===== config.mk =====
export PLATFORM = sky130hd
export DESIGN_NAME = tick_count_to_calendar
export DESIGN_NICKNAME = d
export VERILOG_FILES = /design/src/sv/tcc_pkg.sv /design/src/sv/tick_count_to_calendar.sv /design/src/sv/tcc_datapath.sv /design/src/sv/tcc_ctrl.sv
export SDC_FILE = /design/constraint.sdc
export NUM_CORES = 1
export LEC_CHECK = 0
export ABC_CLOCK_PERIOD_IN_PS = 10400
export CAP_MARGIN = 15
export CELL_PAD_IN_SITES_DETAIL_PLACEMENT = 1
export CELL_PAD_IN_SITES_GLOBAL_PLACEMENT = 2
export CORE_AREA = 4 4 233 235
export DETAILED_ROUTE_END_ITERATION = 10
export DIE_AREA = 0 0 237 239
export DONT_BUFFER_PORTS = 1
export PLACE_DENSITY = 0.61
export SLEW_MARGIN = 20
export SYNTH_ARGS = -nofsm -noshare
export SYNTH_HDL_FRONTEND = slang
export SYNTH_HIERARCHICAL = 1
export SYNTH_SLANG_ARGS = --single-unit

===== constraint.sdc =====
create_clock -name clk -period 10.4 [get_ports clk]
set_input_delay 0 -clock clk [delete_from_list [all_inputs] [get_ports clk]]
set_output_delay 0 -clock clk [all_outputs]
set_load 0.1 [all_outputs]

===== src/sv/tcc_pkg.sv =====
// tcc_pkg: shared types, constants and a helper function for the tick count
// to calendar block. Used by the controller and the datapath.
`default_nettype none

package tcc_pkg;

    // datapath command codes
    localparam logic [3:0] OP_NONE      = 4'd0;
    localparam logic [3:0] OP_LOAD_IN   = 4'd1;
    localparam logic [3:0] OP_STEP      = 4'd2;
    localparam logic [3:0] OP_LOAD_DAY  = 4'd3;
    localparam logic [3:0] OP_LOAD_CYC  = 4'd4;
    localparam logic [3:0] OP_LOAD_HR   = 4'd5;
    localparam logic [3:0] OP_LOAD_MIN  = 4'd6;
    localparam logic [3:0] OP_SAVE_TIME = 4'd7;
    localparam logic [3:0] OP_CENT      = 4'd8;
    localparam logic [3:0] OP_QUAD      = 4'd9;
    localparam logic [3:0] OP_YEAR      = 4'd10;
    localparam logic [3:0] OP_MON       = 4'd11;
    localparam logic [3:0] OP_PUBLISH   = 4'd12;

    // divisors
    localparam logic [23:0] SEC_TICKS  = 24'd10000000;
    localparam logic [23:0] DAY_SECS   = 24'd86400;
    localparam logic [23:0] CYCLE_DAYS = 24'd146097;
    localparam logic [23:0] HOUR_SECS  = 24'd3600;
    localparam logic [23:0] MIN_SECS   = 24'd60;

    // calendar constants
    localparam logic [15:0] EPOCH_YEAR = 16'd1601;
    localparam logic [17:0] CENT_DAYS  = 18'd36524;
    localparam logic [17:0] QUAD_DAYS  = 18'd1461;
    localparam logic [17:0] YEAR_DAYS  = 18'd365;

    // step counts per division pass, two quotient bits per cycle, minus one
    localparam logic [4:0] STEPS_SEC = 5'd31;
    localparam logic [4:0] STEPS_DAY = 5'd20;
    localparam logic [4:0] STEPS_CYC = 5'd12;
    localparam logic [4:0] STEPS_HR  = 5'd8;
    localparam logic [4:0] STEPS_MIN = 5'd5;

    typedef struct packed {
        logic [3:0] op;
    } dp_cmd_t;

    typedef struct packed {
        logic cent_more;
        logic quad_more;
        logic year_more;
        logic mon_more;
    } dp_stat_t;

    // length of a month, month 0 is January
    function automatic logic [4:0] month_len(input logic [3:0] mon, input logic leap);
        logic [4:0] len;
        begin
            case (mon)
                4'd1:                      len = leap ? 5'd29 : 5'd28;
                4'd3, 4'd5, 4'd8, 4'd10:   len = 5'd30;
                default:                   len = 5'd31;
            endcase
            return len;
        end
    endfunction

endpackage

`default_nettype wire


===== src/sv/tick_count_to_calendar.sv =====
// Tick count to calendar converter, top level.
// Input channel: ticks (64-bit count of 100 ns ticks since 1601-01-01 00:00)
// with ticks_valid / ticks_stall; an item is taken at a clock edge with
// ticks_valid high and ticks_stall low.
// Output channel: year, month, day_of_month, hour_twelve, minute, second,
// is_pm with result_valid / result_stall, one result item per input item.
// The time to result_valid is set by one shared divider retiring two quotient
// bits per cycle (five passes: seconds, days, 400-year cycles, hours,
// minutes, with a load step after each pass) and a calendar walk of up to 3
// centuries, 24 four-year blocks, 3 years and 11 months, one step per cycle,
// a step to leave each of the four walk stages and a publish step. One item
// is in work at a time and the next is taken in the cycle after publish.
// Results sit in an output register: a new item is taken while an earlier
// result is still stalled, and the finished item waits in the last step
// until the output register is free. ticks_stall stays high while busy.
// Reset (rst_n low, asynchronous) returns the sequencer to idle and drops
// result_valid; no other state is kept. Depends on tcc_pkg, tcc_ctrl and
// tcc_datapath.
`default_nettype none

module tick_count_to_calendar (
    input  wire logic        clk,
    input  wire logic        rst_n,
    input  wire logic        ticks_valid,
    output logic             ticks_stall,
    input  wire logic [63:0] ticks,
    output logic             result_valid,
    input  wire logic        result_stall,
    output logic [15:0]      year,
    output logic [3:0]       month,
    output logic [4:0]       day_of_month,
    output logic [3:0]       hour_twelve,
    output logic [5:0]       minute,
    output logic [5:0]       second,
    output logic             is_pm
);

    tcc_pkg::dp_cmd_t  cmd;
    tcc_pkg::dp_stat_t stat;

    // sequencer
    tcc_ctrl u_ctrl (
        .clk          (clk),
        .rst_n        (rst_n),
        .ticks_valid  (ticks_valid),
        .ticks_stall  (ticks_stall),
        .result_valid (result_valid),
        .result_stall (result_stall),
        .cmd          (cmd),
        .stat         (stat)
    );

    // divider, walk and result registers
    tcc_datapath u_dp (
        .clk          (clk),
        .cmd          (cmd),
        .stat         (stat),
        .ticks        (ticks),
        .year         (year),
        .month        (month),
        .day_of_month (day_of_month),
        .hour_twelve  (hour_twelve),
        .minute       (minute),
        .second       (second),
        .is_pm        (is_pm)
    );

endmodule

`default_nettype wire


===== src/sv/tcc_datapath.sv =====
// tcc_datapath: shared radix-4 divider, year and month walk registers and
// result registers. Driven by tcc_ctrl through tcc_pkg command codes.
`default_nettype none

module tcc_datapath (
    input  wire logic             clk,
    input  wire tcc_pkg::dp_cmd_t cmd,
    output tcc_pkg::dp_stat_t     stat,
    input  wire logic [63:0]      ticks,
    output logic [15:0]           year,
    output logic [3:0]            month,
    output logic [4:0]            day_of_month,
    output logic [3:0]            hour_twelve,
    output logic [5:0]            minute,
    output logic [5:0]            second,
    output logic                  is_pm
);

    // divider state
    logic [63:0] dq_reg, dq_next;
    logic [23:0] rem_reg, rem_next;
    logic [23:0] div_reg, div_next;

    // partial results
    logic [16:0] tod_reg, tod_next;
    logic [4:0]  hour_reg, hour_next;
    logic [5:0]  min_reg, min_next;
    logic [5:0]  sec_reg, sec_next;

    // calendar walk
    logic [15:0] yr_reg, yr_next;
    logic [17:0] days_reg, days_next;
    logic [1:0]  cent_idx_reg, cent_idx_next;
    logic [4:0]  quad_idx_reg, quad_idx_next;
    logic [1:0]  yr_idx_reg, yr_idx_next;
    logic [3:0]  mon_reg, mon_next;

    // output registers
    logic [15:0] year_reg, year_next;
    logic [3:0]  month_reg, month_next;
    logic [4:0]  dom_reg, dom_next;
    logic [3:0]  h12_reg, h12_next;
    logic [5:0]  minute_reg, minute_next;
    logic [5:0]  second_reg, second_next;
    logic        pm_reg, pm_next;

    // two restoring division steps
    logic [24:0] r1, r1s, r2, r2s;
    logic        q1, q2;
    logic [24:0] dext;

    // walk helpers
    logic        leap;
    logic [4:0]  mlen;
    logic [15:0] cyc_years;
    logic [4:0]  hour_lo;
    logic        hour_pm;

    always_comb
    begin
        dext = {1'b0, div_reg};
        r1   = {rem_reg, dq_reg[63]};
        q1   = (r1 >= dext);
        r1s  = q1 ? (r1 - dext) : r1;
        r2   = {r1s[23:0], dq_reg[62]};
        q2   = (r2 >= dext);
        r2s  = q2 ? (r2 - dext) : r2;
    end

    // leap flag of the current year, month length, status
    always_comb
    begin
        leap = (yr_idx_reg == 2'd3) && ((quad_idx_reg != 5'd24) || (cent_idx_reg == 2'd3));
        mlen = tcc_pkg::month_len(mon_reg, leap);
        stat.cent_more = (cent_idx_reg != 2'd3) && (days_reg >= tcc_pkg::CENT_DAYS);
        stat.quad_more = (days_reg >= tcc_pkg::QUAD_DAYS);
        stat.year_more = (yr_idx_reg != 2'd3) && (days_reg >= tcc_pkg::YEAR_DAYS);
        stat.mon_more  = (mon_reg != 4'd11) && (days_reg >= {13'd0, mlen});
    end

    // 400 years per cycle as shifts, cycle count at most 146
    always_comb
    begin
        cyc_years = ({8'd0, dq_reg[7:0]} << 8) + ({8'd0, dq_reg[7:0]} << 7)
                  + ({8'd0, dq_reg[7:0]} << 4);
    end

    // 12-hour clock
    always_comb
    begin
        hour_pm = (hour_reg >= 5'd12);
        hour_lo = hour_pm ? (hour_reg - 5'd12) : hour_reg;
    end

    // command decoder
    always_comb
    begin
        dq_next       = dq_reg;
        rem_next      = rem_reg;
        div_next      = div_reg;
        tod_next      = tod_reg;
        hour_next     = hour_reg;
        min_next      = min_reg;
        sec_next      = sec_reg;
        yr_next       = yr_reg;
        days_next     = days_reg;
        cent_idx_next = cent_idx_reg;
        quad_idx_next = quad_idx_reg;
        yr_idx_next   = yr_idx_reg;
        mon_next      = mon_reg;
        year_next     = year_reg;
        month_next    = month_reg;
        dom_next      = dom_reg;
        h12_next      = h12_reg;
        minute_next   = minute_reg;
        second_next   = second_reg;
        pm_next       = pm_reg;
        unique case (cmd.op)
            tcc_pkg::OP_LOAD_IN:
            begin
                dq_next  = ticks;
                rem_next = 24'd0;
                div_next = tcc_pkg::SEC_TICKS;
            end
            tcc_pkg::OP_STEP:
            begin
                dq_next  = {dq_reg[61:0], q1, q2};
                rem_next = r2s[23:0];
            end
            tcc_pkg::OP_LOAD_DAY:
            begin
                dq_next  = {dq_reg[41:0], 22'd0};
                rem_next = 24'd0;
                div_next = tcc_pkg::DAY_SECS;
            end
            tcc_pkg::OP_LOAD_CYC:
            begin
                tod_next = rem_reg[16:0];
                dq_next  = {dq_reg[25:0], 38'd0};
                rem_next = 24'd0;
                div_next = tcc_pkg::CYCLE_DAYS;
            end
            tcc_pkg::OP_LOAD_HR:
            begin
                yr_next       = tcc_pkg::EPOCH_YEAR + cyc_years;
                days_next     = rem_reg[17:0];
                cent_idx_next = 2'd0;
                quad_idx_next = 5'd0;
                yr_idx_next   = 2'd0;
                mon_next      = 4'd0;
                dq_next       = {1'b0, tod_reg, 46'd0};
                rem_next      = 24'd0;
                div_next      = tcc_pkg::HOUR_SECS;
            end
            tcc_pkg::OP_LOAD_MIN:
            begin
                hour_next = dq_reg[4:0];
                dq_next   = {rem_reg[11:0], 52'd0};
                rem_next  = 24'd0;
                div_next  = tcc_pkg::MIN_SECS;
            end
            tcc_pkg::OP_SAVE_TIME:
            begin
                min_next = dq_reg[5:0];
                sec_next = rem_reg[5:0];
            end
            tcc_pkg::OP_CENT:
            begin
                days_next     = days_reg - tcc_pkg::CENT_DAYS;
                yr_next       = yr_reg + 16'd100;
                cent_idx_next = cent_idx_reg + 2'd1;
            end
            tcc_pkg::OP_QUAD:
            begin
                days_next     = days_reg - tcc_pkg::QUAD_DAYS;
                yr_next       = yr_reg + 16'd4;
                quad_idx_next = quad_idx_reg + 5'd1;
            end
            tcc_pkg::OP_YEAR:
            begin
                days_next   = days_reg - tcc_pkg::YEAR_DAYS;
                yr_next     = yr_reg + 16'd1;
                yr_idx_next = yr_idx_reg + 2'd1;
            end
            tcc_pkg::OP_MON:
            begin
                days_next = days_reg - {13'd0, mlen};
                mon_next  = mon_reg + 4'd1;
            end
            tcc_pkg::OP_PUBLISH:
            begin
                year_next   = yr_reg;
                month_next  = mon_reg + 4'd1;
                dom_next    = days_reg[4:0] + 5'd1;
                h12_next    = (hour_lo == 5'd0) ? 4'd12 : hour_lo[3:0];
                minute_next = min_reg;
                second_next = sec_reg;
                pm_next     = hour_pm;
            end
            default:
            begin
            end
        endcase
    end

    // payload registers, no reset
    always_ff @(posedge clk)
    begin
        dq_reg       <= dq_next;
        rem_reg      <= rem_next;
        div_reg      <= div_next;
        tod_reg      <= tod_next;
        hour_reg     <= hour_next;
        min_reg      <= min_next;
        sec_reg      <= sec_next;
        yr_reg       <= yr_next;
        days_reg     <= days_next;
        cent_idx_reg <= cent_idx_next;
        quad_idx_reg <= quad_idx_next;
        yr_idx_reg   <= yr_idx_next;
        mon_reg      <= mon_next;
        year_reg     <= year_next;
        month_reg    <= month_next;
        dom_reg      <= dom_next;
        h12_reg      <= h12_next;
        minute_reg   <= minute_next;
        second_reg   <= second_next;
        pm_reg       <= pm_next;
    end

    assign year         = year_reg;
    assign month        = month_reg;
    assign day_of_month = dom_reg;
    assign hour_twelve  = h12_reg;
    assign minute       = minute_reg;
    assign second       = second_reg;
    assign is_pm        = pm_reg;

endmodule

`default_nettype wire


===== src/sv/tcc_ctrl.sv =====
// tcc_ctrl: sequencer for the tick count to calendar block. Runs the division
// passes and the calendar walk, owns both handshakes. Uses tcc_pkg.
`default_nettype none

module tcc_ctrl (
    input  wire logic              clk,
    input  wire logic              rst_n,
    input  wire logic              ticks_valid,
    output logic                   ticks_stall,
    output logic                   result_valid,
    input  wire logic              result_stall,
    output tcc_pkg::dp_cmd_t       cmd,
    input  wire tcc_pkg::dp_stat_t stat
);

    localparam logic [2:0] S_IDLE = 3'd0;
    localparam logic [2:0] S_DIV  = 3'd1;
    localparam logic [2:0] S_LOAD = 3'd2;
    localparam logic [2:0] S_CENT = 3'd3;
    localparam logic [2:0] S_QUAD = 3'd4;
    localparam logic [2:0] S_YEAR = 3'd5;
    localparam logic [2:0] S_MON  = 3'd6;
    localparam logic [2:0] S_DONE = 3'd7;

    localparam logic [2:0] PH_SEC = 3'd0;
    localparam logic [2:0] PH_DAY = 3'd1;
    localparam logic [2:0] PH_CYC = 3'd2;
    localparam logic [2:0] PH_HR  = 3'd3;
    localparam logic [2:0] PH_MIN = 3'd4;

    logic [2:0] state_reg, state_next;
    logic [2:0] phase_reg, phase_next;
    logic [4:0] cnt_reg, cnt_next;
    logic       rvalid_reg, rvalid_next;
    logic       publish;

    // next state and datapath command
    always_comb
    begin
        state_next = state_reg;
        phase_next = phase_reg;
        cnt_next   = cnt_reg;
        cmd.op     = tcc_pkg::OP_NONE;
        publish    = 1'b0;
        unique case (state_reg)
            S_IDLE:
            begin
                if (ticks_valid)
                begin
                    cmd.op     = tcc_pkg::OP_LOAD_IN;
                    cnt_next   = tcc_pkg::STEPS_SEC;
                    phase_next = PH_SEC;
                    state_next = S_DIV;
                end
            end
            S_DIV:
            begin
                cmd.op   = tcc_pkg::OP_STEP;
                cnt_next = cnt_reg - 5'd1;
                if (cnt_reg == 5'd0)
                begin
                    state_next = S_LOAD;
                end
            end
            S_LOAD:
            begin
                state_next = S_DIV;
                unique case (phase_reg)
                    PH_SEC:
                    begin
                        cmd.op     = tcc_pkg::OP_LOAD_DAY;
                        cnt_next   = tcc_pkg::STEPS_DAY;
                        phase_next = PH_DAY;
                    end
                    PH_DAY:
                    begin
                        cmd.op     = tcc_pkg::OP_LOAD_CYC;
                        cnt_next   = tcc_pkg::STEPS_CYC;
                        phase_next = PH_CYC;
                    end
                    PH_CYC:
                    begin
                        cmd.op     = tcc_pkg::OP_LOAD_HR;
                        cnt_next   = tcc_pkg::STEPS_HR;
                        phase_next = PH_HR;
                    end
                    PH_HR:
                    begin
                        cmd.op     = tcc_pkg::OP_LOAD_MIN;
                        cnt_next   = tcc_pkg::STEPS_MIN;
                        phase_next = PH_MIN;
                    end
                    default:
                    begin
                        cmd.op     = tcc_pkg::OP_SAVE_TIME;
                        state_next = S_CENT;
                    end
                endcase
            end
            S_CENT:
            begin
                if (stat.cent_more)
                    cmd.op = tcc_pkg::OP_CENT;
                else
                    state_next = S_QUAD;
            end
            S_QUAD:
            begin
                if (stat.quad_more)
                    cmd.op = tcc_pkg::OP_QUAD;
                else
                    state_next = S_YEAR;
            end
            S_YEAR:
            begin
                if (stat.year_more)
                    cmd.op = tcc_pkg::OP_YEAR;
                else
                    state_next = S_MON;
            end
            S_MON:
            begin
                if (stat.mon_more)
                    cmd.op = tcc_pkg::OP_MON;
                else
                    state_next = S_DONE;
            end
            S_DONE:
            begin
                // wait for the output register to free up
                if (!rvalid_reg || !result_stall)
                begin
                    cmd.op     = tcc_pkg::OP_PUBLISH;
                    publish    = 1'b1;
                    state_next = S_IDLE;
                end
            end
            default:
            begin
                state_next = S_IDLE;
            end
        endcase
    end

    // output valid: set on publish, cleared when taken
    always_comb
    begin
        rvalid_next = rvalid_reg;
        if (publish)
            rvalid_next = 1'b1;
        else if (rvalid_reg && !result_stall)
            rvalid_next = 1'b0;
    end

    always_ff @(posedge clk or negedge rst_n)
    begin
        if (!rst_n)
        begin
            state_reg  <= S_IDLE;
            phase_reg  <= PH_SEC;
            cnt_reg    <= 5'd0;
            rvalid_reg <= 1'b0;
        end
        else
        begin
            state_reg  <= state_next;
            phase_reg  <= phase_next;
            cnt_reg    <= cnt_next;
            rvalid_reg <= rvalid_next;
        end
    end

    assign ticks_stall  = (state_reg != S_IDLE);
    assign result_valid = rvalid_reg;

endmodule

`default_nettype wire


; ---- Word level (Yosys, flattened, before mapping)
; Cells that the tools add are included.
[totals]
reg_bits = 247
inputBits = 68
output_inout_bits = 44
elab_cells = 164
[op_classes]
addsub = 19
n_lt_le_gt_ge = 7
eq_ne = 41
n_mux = 41
n_reduce_logical = 32
[op_table]
columns = op, n
row1 = $pmux W64 S6, 1
row2 = $pmux W24 S5, 1
row3 = $pmux W18 S5, 1
row4 = $pmux W16 S4, 1
row5 = $ge A25 B24 Y1, 2
row6 = $mux W24, 2
row7 = $pmux W24 S2, 1
row8 = $sub A24 B24 Y24, 2
row9 = $pmux W4 S8, 1
row10 = $eq A4 B4 Y1 const B, 7
row11 = $mux W3, 8
row12 = $pmux W3 S4, 2
row13 = $pmux W3 S8, 1
row14 = $eq A4 B3 Y1 const B, 5
row15 = $mux W4, 5
row16 = $pmux W5 S2, 2
row17 = $pmux W5 S4, 1
row18 = $ge A18 B11 Y1 const B, 1
row19 = $ge A18 B16 Y1 const B, 1
row20 = $ge A18 B5 Y1, 1
row21 = $ge A18 B9 Y1 const B, 1
row22 = $sub A18 B11 Y18 const B, 1
row23 = $sub A18 B16 Y18 const B, 1
row24 = $sub A18 B5 Y18, 1
row25 = other kinds (45), 90

; ---- Logic depth before layout (Yosys ltp)
; Gate-level depths: netlist of run 1.
[depth]
depth_word = 12
ltp_mapped = 29
mapped_depth_nobuf = 26

; ---- Hierarchy
; The synthesis of run 1 kept the hierarchy.
[modules_own_cells]
columns = mod, instances, cells_per_inst, area_per_inst_um2, seq_area_each_um2
row1 = tcc_datapath, 1, 1485, 14604.0, 6636.4
row2 = tcc_ctrl, 1, 113, 908.4, 300.3

; ---- Worst setup path before layout of run 1
; Ideal clock, no wire load.
[synth_path]
kind = register to register
start = register u_dp.mon_reg[0]
end = register u_dp.dq_reg[0] (enable)
setup_ps = 433
t_arrival_ps = 5513
t_required_ps = 9967
path_slack_ps = 4454
path_stages_with_launch = 17
path_buffers = 3
synth_period_minus_slack_ps = 5946
path_cell_list = edfxtp_1 -> ha_1 -> or4b_2 -> fa_1 -> nor2b_1 -> nand2_1 -> nand2b_1 -> nor3_1 -> a32oi_1 -> nand2_1 -> a211oi_1 -> o21ai_0 -> nand2_1 -> clkbuf_1 -> clkbuf_1 -> clkbuf_1 -> o31a_1
[synth_rtl]
columns = item, line
row1 = from (decl), tcc_datapath.sv:36  ; logic [3:0] mon_reg, mon_next;
row2 = from (signal assigned), tcc_datapath.sv:221  ; mon_reg <= mon_next;
row3 = to (signal assigned), tcc_datapath.sv:209  ; dq_reg <= dq_next;
row4 = to (decl), tcc_datapath.sv:20  ; logic [63:0] dq_reg, dq_next;

==> results.txt, run 1 <==
Root Driver - clkbuf_16
Global Route Usage Sum - 18.9%
Least-Margin Pin Slew - 1080 ps
Crit path to - u_dp/yr_reg[15]$_DFFE_PP_
# fillers - 5890
Clk Latency, worst-skew pair - 580 ps
CTS tree - built
Gate count of the mapped netlist - 1598
Top Ports - 112
Leading cell types by count after synthesis - edfxtp_1 (221), nand2_1 (170), o21ai_0 (138)
WL met3 - 2.09 mm
Worst path cell trace - ha_1 -> nor2b_1 -> o311ai_0 -> ha_1 -> fa_1 -> nor2b_1 -> nand2_1 -> nand2b_1 -> nor3_1 -> a32oi_1 -> nand2_1 -> o221ai_2 -> buf_4 -> inv_1 -> nand2_1 -> nor2_1 -> inv_1 -> ha_1 -> a41o_1 -> a21oi_1 -> o22a_1 -> nor2_1 -> o21ai_0 -> o21ai_0
Setup WS pre-CTS - 2780 ps
NumNets Final - 1782
Synth Register Bits - 233
Worst Skew - 14.6 ps
Reg area - 6940 sq um
Post-synth top flop - edfxtp_1
Final-report max-slew violation count - 0
Fin Hold WS - 102 ps
Antenna violations before repair - 3
Met2 WL - 25.9 mm
Ranking of synthesized cells by area - edfxtp_1 (43%), ha_1 (6.5%), o21ai_0 (4.5%)
DRT iter0 DRCs - 921
MaxCap Viol Count - 0
Clock sinks - 233
FF-to-FF path depth - 24
Area of the multi-input gates - 7950 sq um
Final wirelength - 55.4 mm
Crit. Startpoint - u_dp/mon_reg[0]$_SDFFCE_PN0P_
Synth async-reset ratio - 5.15%
Largest register FFs - 64
DR WL/cell - 23.7 microns
Slack of the critical path - 2730 ps
HPWL after detailed placement - 39.2 mm
Synth top area share - 42.8%
Final setup fails - 0
DRC Markers - 0
Worst endpoint required time - 10700 ps
First-pass GRT wire length - 85.0 mm
Cell area after synthesis - 15500 sq um
Count of different cell masters after synthesis - 92
Arrival time at the worst endpoint - 7970 ps
Mapped Avg Cell Area - 9.71 sq um
Clock tree buffer depth - 3
Syn-to-layout area delta - 15.2%
GRT overflow - 0
Worst reg2reg endpoint - u_dp/yr_reg[15]$_DFFE_PP_
Crit-path slowest cell - nor2_1
Number of synthesized flops with an enable pin - 221
Worst min path class - primary input to register
Reg2reg start - u_dp/mon_reg[0]$_SDFFCE_PN0P_
Count leader, synth - edfxtp_1
Drt pass-1 iters - 6
Routability cong. - 0.810
M1 WL - 26.3 mm
Status - finished, final reports clean
Core area - 52200 sq um
CP max FO - 21
Period minus WS final - 7670 ps
YS warnings - 6
Worst setup EP type - register
Fin. Hold Viols - 0
Area of the die - 56600 sq um
ANT nets after route - 0
Total setup buffers inserted after CTS - 0
Syn nets - 1753
R2R setup slack - 2730 ps
Largest net degree at the start of global routing - 65
CTS buffer count - 30
Critical setup path kind - register to register
Vias - 13000
Startpoint Class - register
# port buffers - 0
Top Layer Used - met5
Vertical die dimension - 239 microns
Vias in the first global route - 13700
Setup tns final - 0 ps
Delay of the slowest critical-path stage - 760 ps
Cell taking the most area after synthesis - edfxtp_1
Final period util - 73.7%
Via density - 5.54
RSZ-0062 raised after global routing - false
Max Clock Freq - 0.130 GHz
H-tree levels - 1
Slew Limit Headroom - 28.1%
Fraction of layout cells with a size suffix above 1 - 7.39%
Clock slew at reported path FFs - 60 ps
Register area share after synthesis - 44.7%
Rows - 84
Initial core utilization - 29.7%
Die X-Extent - 237 microns
## placed cells by master (no fill, tap or decap), types with 32 or more instances in the layout
cell and count:
edfxtp_1 221, nand2_1 169, o21ai_0 137, nor2_1 119, a21oi_1 95, inv_1 81
ha_1 81, dlygate4sd3_1 68, nand3_1 56, xnor2_1 42, xor2_1 34, a31oi_1 32
## critical path: cells and delay by family (launching register included)
kind / cells / cell delay (ps)
simple gates: 9 / 2430
buf+inv: 3 / 1260
fa+ha+maj: 4 / 1300
flops: 1 / 460
compound gates: 8 / 1940
## cell type report
cell class                      count  area share (%)
Multi-Input combinational cell   1191            44.5
Sequential cell                   233            38.8
Tap cell                          688            4.82
Timing Repair Buffer               90            4.73
Clock buffer                       36            4.45
Inverter                           81            1.70
Clock inverter                     20           0.966
Antenna cell                        1          0.0140
## through the flow
| stage | std cells | cell area (sq um) | util, % |
|---|---|---|---|
| CTS | 2339 | 17900 | 34.2 |
| detailed placement | 2215 | 16200 | 31.0 |
| global route | 2339 | 17900 | 34.2 |
| finish | 2340 | 17900 | 34.2 |
| floorplan | 1598 | 15500 | - |
| global placement | 2215 | 16200 | 31.0 |
## cell families (layout without fill, tap and decap cells)
kind of cell / Yosys count / in the layout / share of synthesized area [%]
compound gates: 517 / 517 / 22.8
xor+xnor: 76 / 76 / 4.29
fa+ha+maj: 87 / 87 / 7.31
buf+inv: 174 / 227 / 4.36
flops: 233 / 233 / 44.7
mux: 17 / 17 / 1.23
other cells: 0 / 1 / 0
simple gates: 494 / 494 / 15.3
## metal layers
| layer | up-vias | track usage [%] |
|---|---|---|
| li1 | 6116 | - |
| met1 | 6510 | 26.9 |
| met2 | 250 | 31.0 |
| met3 | 73 | 2.48 |
| met4 | 4 | 4.14 |
| met5 | - | 0 |
## repair_timing
action,CTS,global route
gates resized for setup,0,0
hold buffers,68,0
endpoints found under the hold margin,87,0
## worst min path at each step
stage | from | end | depth (start not counted)
5_1_grt | result_stall | u_ctrl/result_valid$_DFFE_PN0P_ | 2
4_1_cts | ticks_valid | u_dp/div_reg[5]$_DFFE_PP_ | 4
6_report | ticks_valid | u_dp/div_reg[5]$_DFFE_PP_ | 4
3_3_place_gp | rst_n | u_ctrl/result_valid$_DFFE_PN0P_ | 0
2_1_floorplan | rst_n | u_ctrl/cnt_reg[0]$_DFFE_PN0P_ | 0
3_5_place_dp | rst_n | u_ctrl/phase_reg[1]$_DFFE_PN0P_ | 0
Power of run 1 is not shown: default switching activity piles up to over one toggle a cycle in this logic, so the estimate is an artifact.
==> inputs of run 2 (changes only) <==
--- a/config.mk
+++ b/config.mk
@@ -5,7 +5,7 @@
 export SDC_FILE = /design/constraint.sdc
 export NUM_CORES = 1
 export LEC_CHECK = 0
-export ABC_CLOCK_PERIOD_IN_PS = 10400
+export ABC_CLOCK_PERIOD_IN_PS = 6400
 export CAP_MARGIN = 15
 export CELL_PAD_IN_SITES_DETAIL_PLACEMENT = 1
 export CELL_PAD_IN_SITES_GLOBAL_PLACEMENT = 2
@@ -13,7 +13,7 @@
 export DETAILED_ROUTE_END_ITERATION = 10
 export DIE_AREA = 0 0 237 239
 export DONT_BUFFER_PORTS = 1
-export PLACE_DENSITY = 0.61
+export PLACE_DENSITY = 0.63
 export SLEW_MARGIN = 20
 export SYNTH_ARGS = -nofsm -noshare
 export SYNTH_HDL_FRONTEND = slang
==> constraint.sdc (replaced) <==
create_clock -name clk -period 6.4 [get_ports clk]
set_input_delay 0 -clock clk [delete_from_list [all_inputs] [get_ports clk]]
set_output_delay 0 -clock clk [all_outputs]
set_load 0.1 [all_outputs]
==> results.txt, run 2 (synthesis gave the netlist of run 1 again) <==
Via density - 5.56 (was 5.54)
Initial core utilization - 29.7% (unchanged)
GRT overflow - 0 (unchanged)
MaxCap Viol Count - 0 (unchanged)
Worst path cell trace - inv_1 -> ha_1 -> and3_1 -> a221o_1 -> or2_1 -> a31o_2 -> nor3_4 -> buf_4 -> o21ai_0 -> ha_1 -> and4_1 -> nand2_1 -> o21ai_0 -> or3b_1 -> a2111o_1 -> a21oi_4 -> o31ai_4 -> o31a_1 -> buf_4 -> o21ai_0 -> a21oi_1 (was ha_1 -> nor2b_1 -> o311ai_0 -> ha_1 -> fa_1 -> nor2b_1 -> nand2_1 -> nand2b_1 -> nor3_1 -> a32oi_1 -> nand2_1 -> o221ai_2 -> buf_4 -> inv_1 -> nand2_1 -> nor2_1 -> inv_1 -> ha_1 -> a41o_1 -> a21oi_1 -> o22a_1 -> nor2_1 -> o21ai_0 -> o21ai_0)
Setup WS pre-CTS - 140 ps (was 2780 ps)
Reg2reg start - u_dp/div_reg[16]$_DFFE_PP_ (was u_dp/mon_reg[0]$_SDFFCE_PN0P_)
Worst Skew - 24.7 ps (was 14.6 ps)
Cell family with most CP delay - compound AO/OA/AOI/OAI gates (was simple AND/OR/NAND/NOR gates)
Fraction of layout cells with a size suffix above 1 - 10.3% (was 7.39%)
NumNets Final - 1827 (was 1782)
R2R setup slack - 310 ps (was 2730 ps)
H-tree levels - 1 (unchanged)
Top Ports - 112 (unchanged)
DRT iter0 DRCs - 1040 (was 921)
Clk Latency, worst-skew pair - 580 ps (about the same)
Final-report max-slew violation count - 0 (unchanged)
Final period util - 95.2% (was 73.7%)
Startpoint Class - register (unchanged)
Clock tree buffer depth - 3 (unchanged)
Crit path to - u_dp/rem_reg[5]$_SDFFCE_PP0P_ (was u_dp/yr_reg[15]$_DFFE_PP_)
Global Route Usage Sum - 19.2% (was 18.9%)
First-pass GRT wire length - 85.4 mm (was 85.0 mm)
Fin. Hold Viols - 0 (unchanged)
Least-Margin Pin Slew - 1040 ps (was 1080 ps)
Vias - 13300 (was 13000)
Delay of the slowest critical-path stage - 440 ps (was 760 ps)
Syn-to-layout area delta - 18.6% (was 15.2%)
ANT nets after route - 0 (unchanged)
Max Clock Freq - 0.164 GHz (was 0.130 GHz)
Largest register FFs - 64 (unchanged)
Period minus WS final - 6090 ps (was 7670 ps)
RSZ-0062 raised after global routing - false (unchanged)
Slew Limit Headroom - 30.7% (was 28.1%)
# fillers - 5849 (was 5890)
CTS tree - built (unchanged)
Root Driver - clkbuf_16 (unchanged)
Vertical die dimension - 239 microns (unchanged)
Final instance area - 18400 sq um (was 17900 sq um)
Worst reg2reg endpoint - u_dp/rem_reg[5]$_SDFFCE_PP0P_ (was u_dp/yr_reg[15]$_DFFE_PP_)
HPWL after detailed placement - 40.5 mm (was 39.2 mm)
Commonest non-fill, non-tap cell in the layout - edfxtp_1 (unchanged)
CP most frequent cell - o21ai_0
Clock slew at reported path FFs - 60 ps (about the same)
DRC Markers - 0 (unchanged)
Worst Path Buf+Inv - 3 (unchanged)
Final wirelength - 56.6 mm (was 55.4 mm)
Worst min path class - primary input to register (unchanged)
Die X-Extent - 237 microns (unchanged)
Placed Area - 16600 sq um (was 16200 sq um)
Antenna violations before repair - 2 (was 3)
Slack of the critical path - 306 ps (was 2730 ps)
Vias in the first global route - 13700 (about the same)
# port buffers - 0 (unchanged)
Drt pass-1 iters - 8 (was 6)
Commonest cells after routing, fill and taps aside - edfxtp_1 (221), nand2_1 (170), o21ai_0 (137), nor2_1 (117), a21oi_1 (91) (was edfxtp_1 (221), nand2_1 (169), o21ai_0 (137), nor2_1 (119), a21oi_1 (95))
FF-to-FF path depth - 21 (was 24)
Final setup fails - 0 (unchanged)
Crit. Startpoint - u_dp/div_reg[16]$_DFFE_PP_ (was u_dp/mon_reg[0]$_SDFFCE_PN0P_)
CP Depth - 21 (was 24)
Core area - 52200 sq um (unchanged)
Layout Utilization - 35.2% (was 34.2%)
Arrival time at the worst endpoint - 6400 ps (was 7970 ps)
Setup tns final - 0 ps (unchanged)
Worst endpoint required time - 6700 ps (was 10700 ps)
Area of the die - 56600 sq um (unchanged)
Critical setup path kind - register to register (unchanged)
Routability cong. - 0.850 (was 0.810)
Rows - 84 (unchanged)
CTS buffer count - 30 (unchanged)
Largest net degree at the start of global routing - 65 (unchanged)
Status - finished, final reports clean (unchanged)
Worst setup EP type - register (unchanged)
Crit-path slowest cell - a2111o_1 (was nor2_1)
Clock sinks - 233 (unchanged)
DR WL/cell - 23.7 microns (about the same)
CP max FO - 17 (was 21)
-- run 2: what timing repair did --
action	CTS	global route
endpoints found under the hold margin	88	0
resized for setup	0	13
setup endpoints to repair	0	66
buffers inserted	0	5
hold buffers	68	0
-- run 2: worst min path at each step --
stage / start / endpoint / slack [ps] / cells after the start
final: result_stall / u_ctrl/result_valid$_DFFE_PN0P_ / 140 / 2
after global routing: result_stall / u_ctrl/result_valid$_DFFE_PN0P_ / 160 / 2
after CTS: result_stall / u_ctrl/result_valid$_DFFE_PN0P_ / 100 / 2
after detailed placement: rst_n / u_ctrl/result_valid$_DFFE_PN0P_ / -290 / 0
after global placement: rst_n / u_ctrl/result_valid$_DFFE_PN0P_ / -290 / 0
after floorplan: rst_n / u_ctrl/cnt_reg[0]$_DFFE_PN0P_ / -300 / 0
-- run 2: metal layers --
| layer | vias up | global-route usage (%) | part of all wire (%) |
|---|---|---|---|
| met5 | - | 0 | 0 |
| met4 | 0 | 4.25 | 2.3 |
| met3 | 79 | 2.79 | 4.7 |
| met2 | 341 | 30.9 | 46 |
| met1 | 6643 | 27.4 | 47 |
| li1 | 6208 | - | - |
-- run 2: per-stage QoR --
stage          hold slack [ps]  cells
5_1_grt                    159   2386
2_1_floorplan             -296   1598
4_1_cts                    103   2379
3_5_place_dp              -295   2255
6_report                   139   2386
3_3_place_gp              -295   2255
-- run 2: area by class of cell --
class,count,area (sq um),area share (%)
Inverter,81,304,1.65
Sequential cell,233,6940,37.7
Timing Repair Buffer,135,1230,6.71
Tap cell,688,861,4.68
Clock buffer,36,773,4.20
Multi-Input combinational cell,1191,7990,43.4
Clock inverter,20,295,1.61
Antenna cell,2,5.00,0.0272
-- run 2: worst register-to-register path, stage by stage (launching register included) --
cell,delay (ps)
edfxtp_1,380
inv_1,290
ha_1,370
and3_1,240
a221o_1,330
or2_1,250
a31o_2,300
nor3_4,350
buf_4,190
o21ai_0,130
ha_1,390
and4_1,290
nand2_1,70
o21ai_0,80
or3b_1,430
a2111o_1,440
a21oi_4,210
o31ai_4,120
o31a_1,320
buf_4,210
o21ai_0,290
a21oi_1,140
Power of run 2 is left out for the same reason.
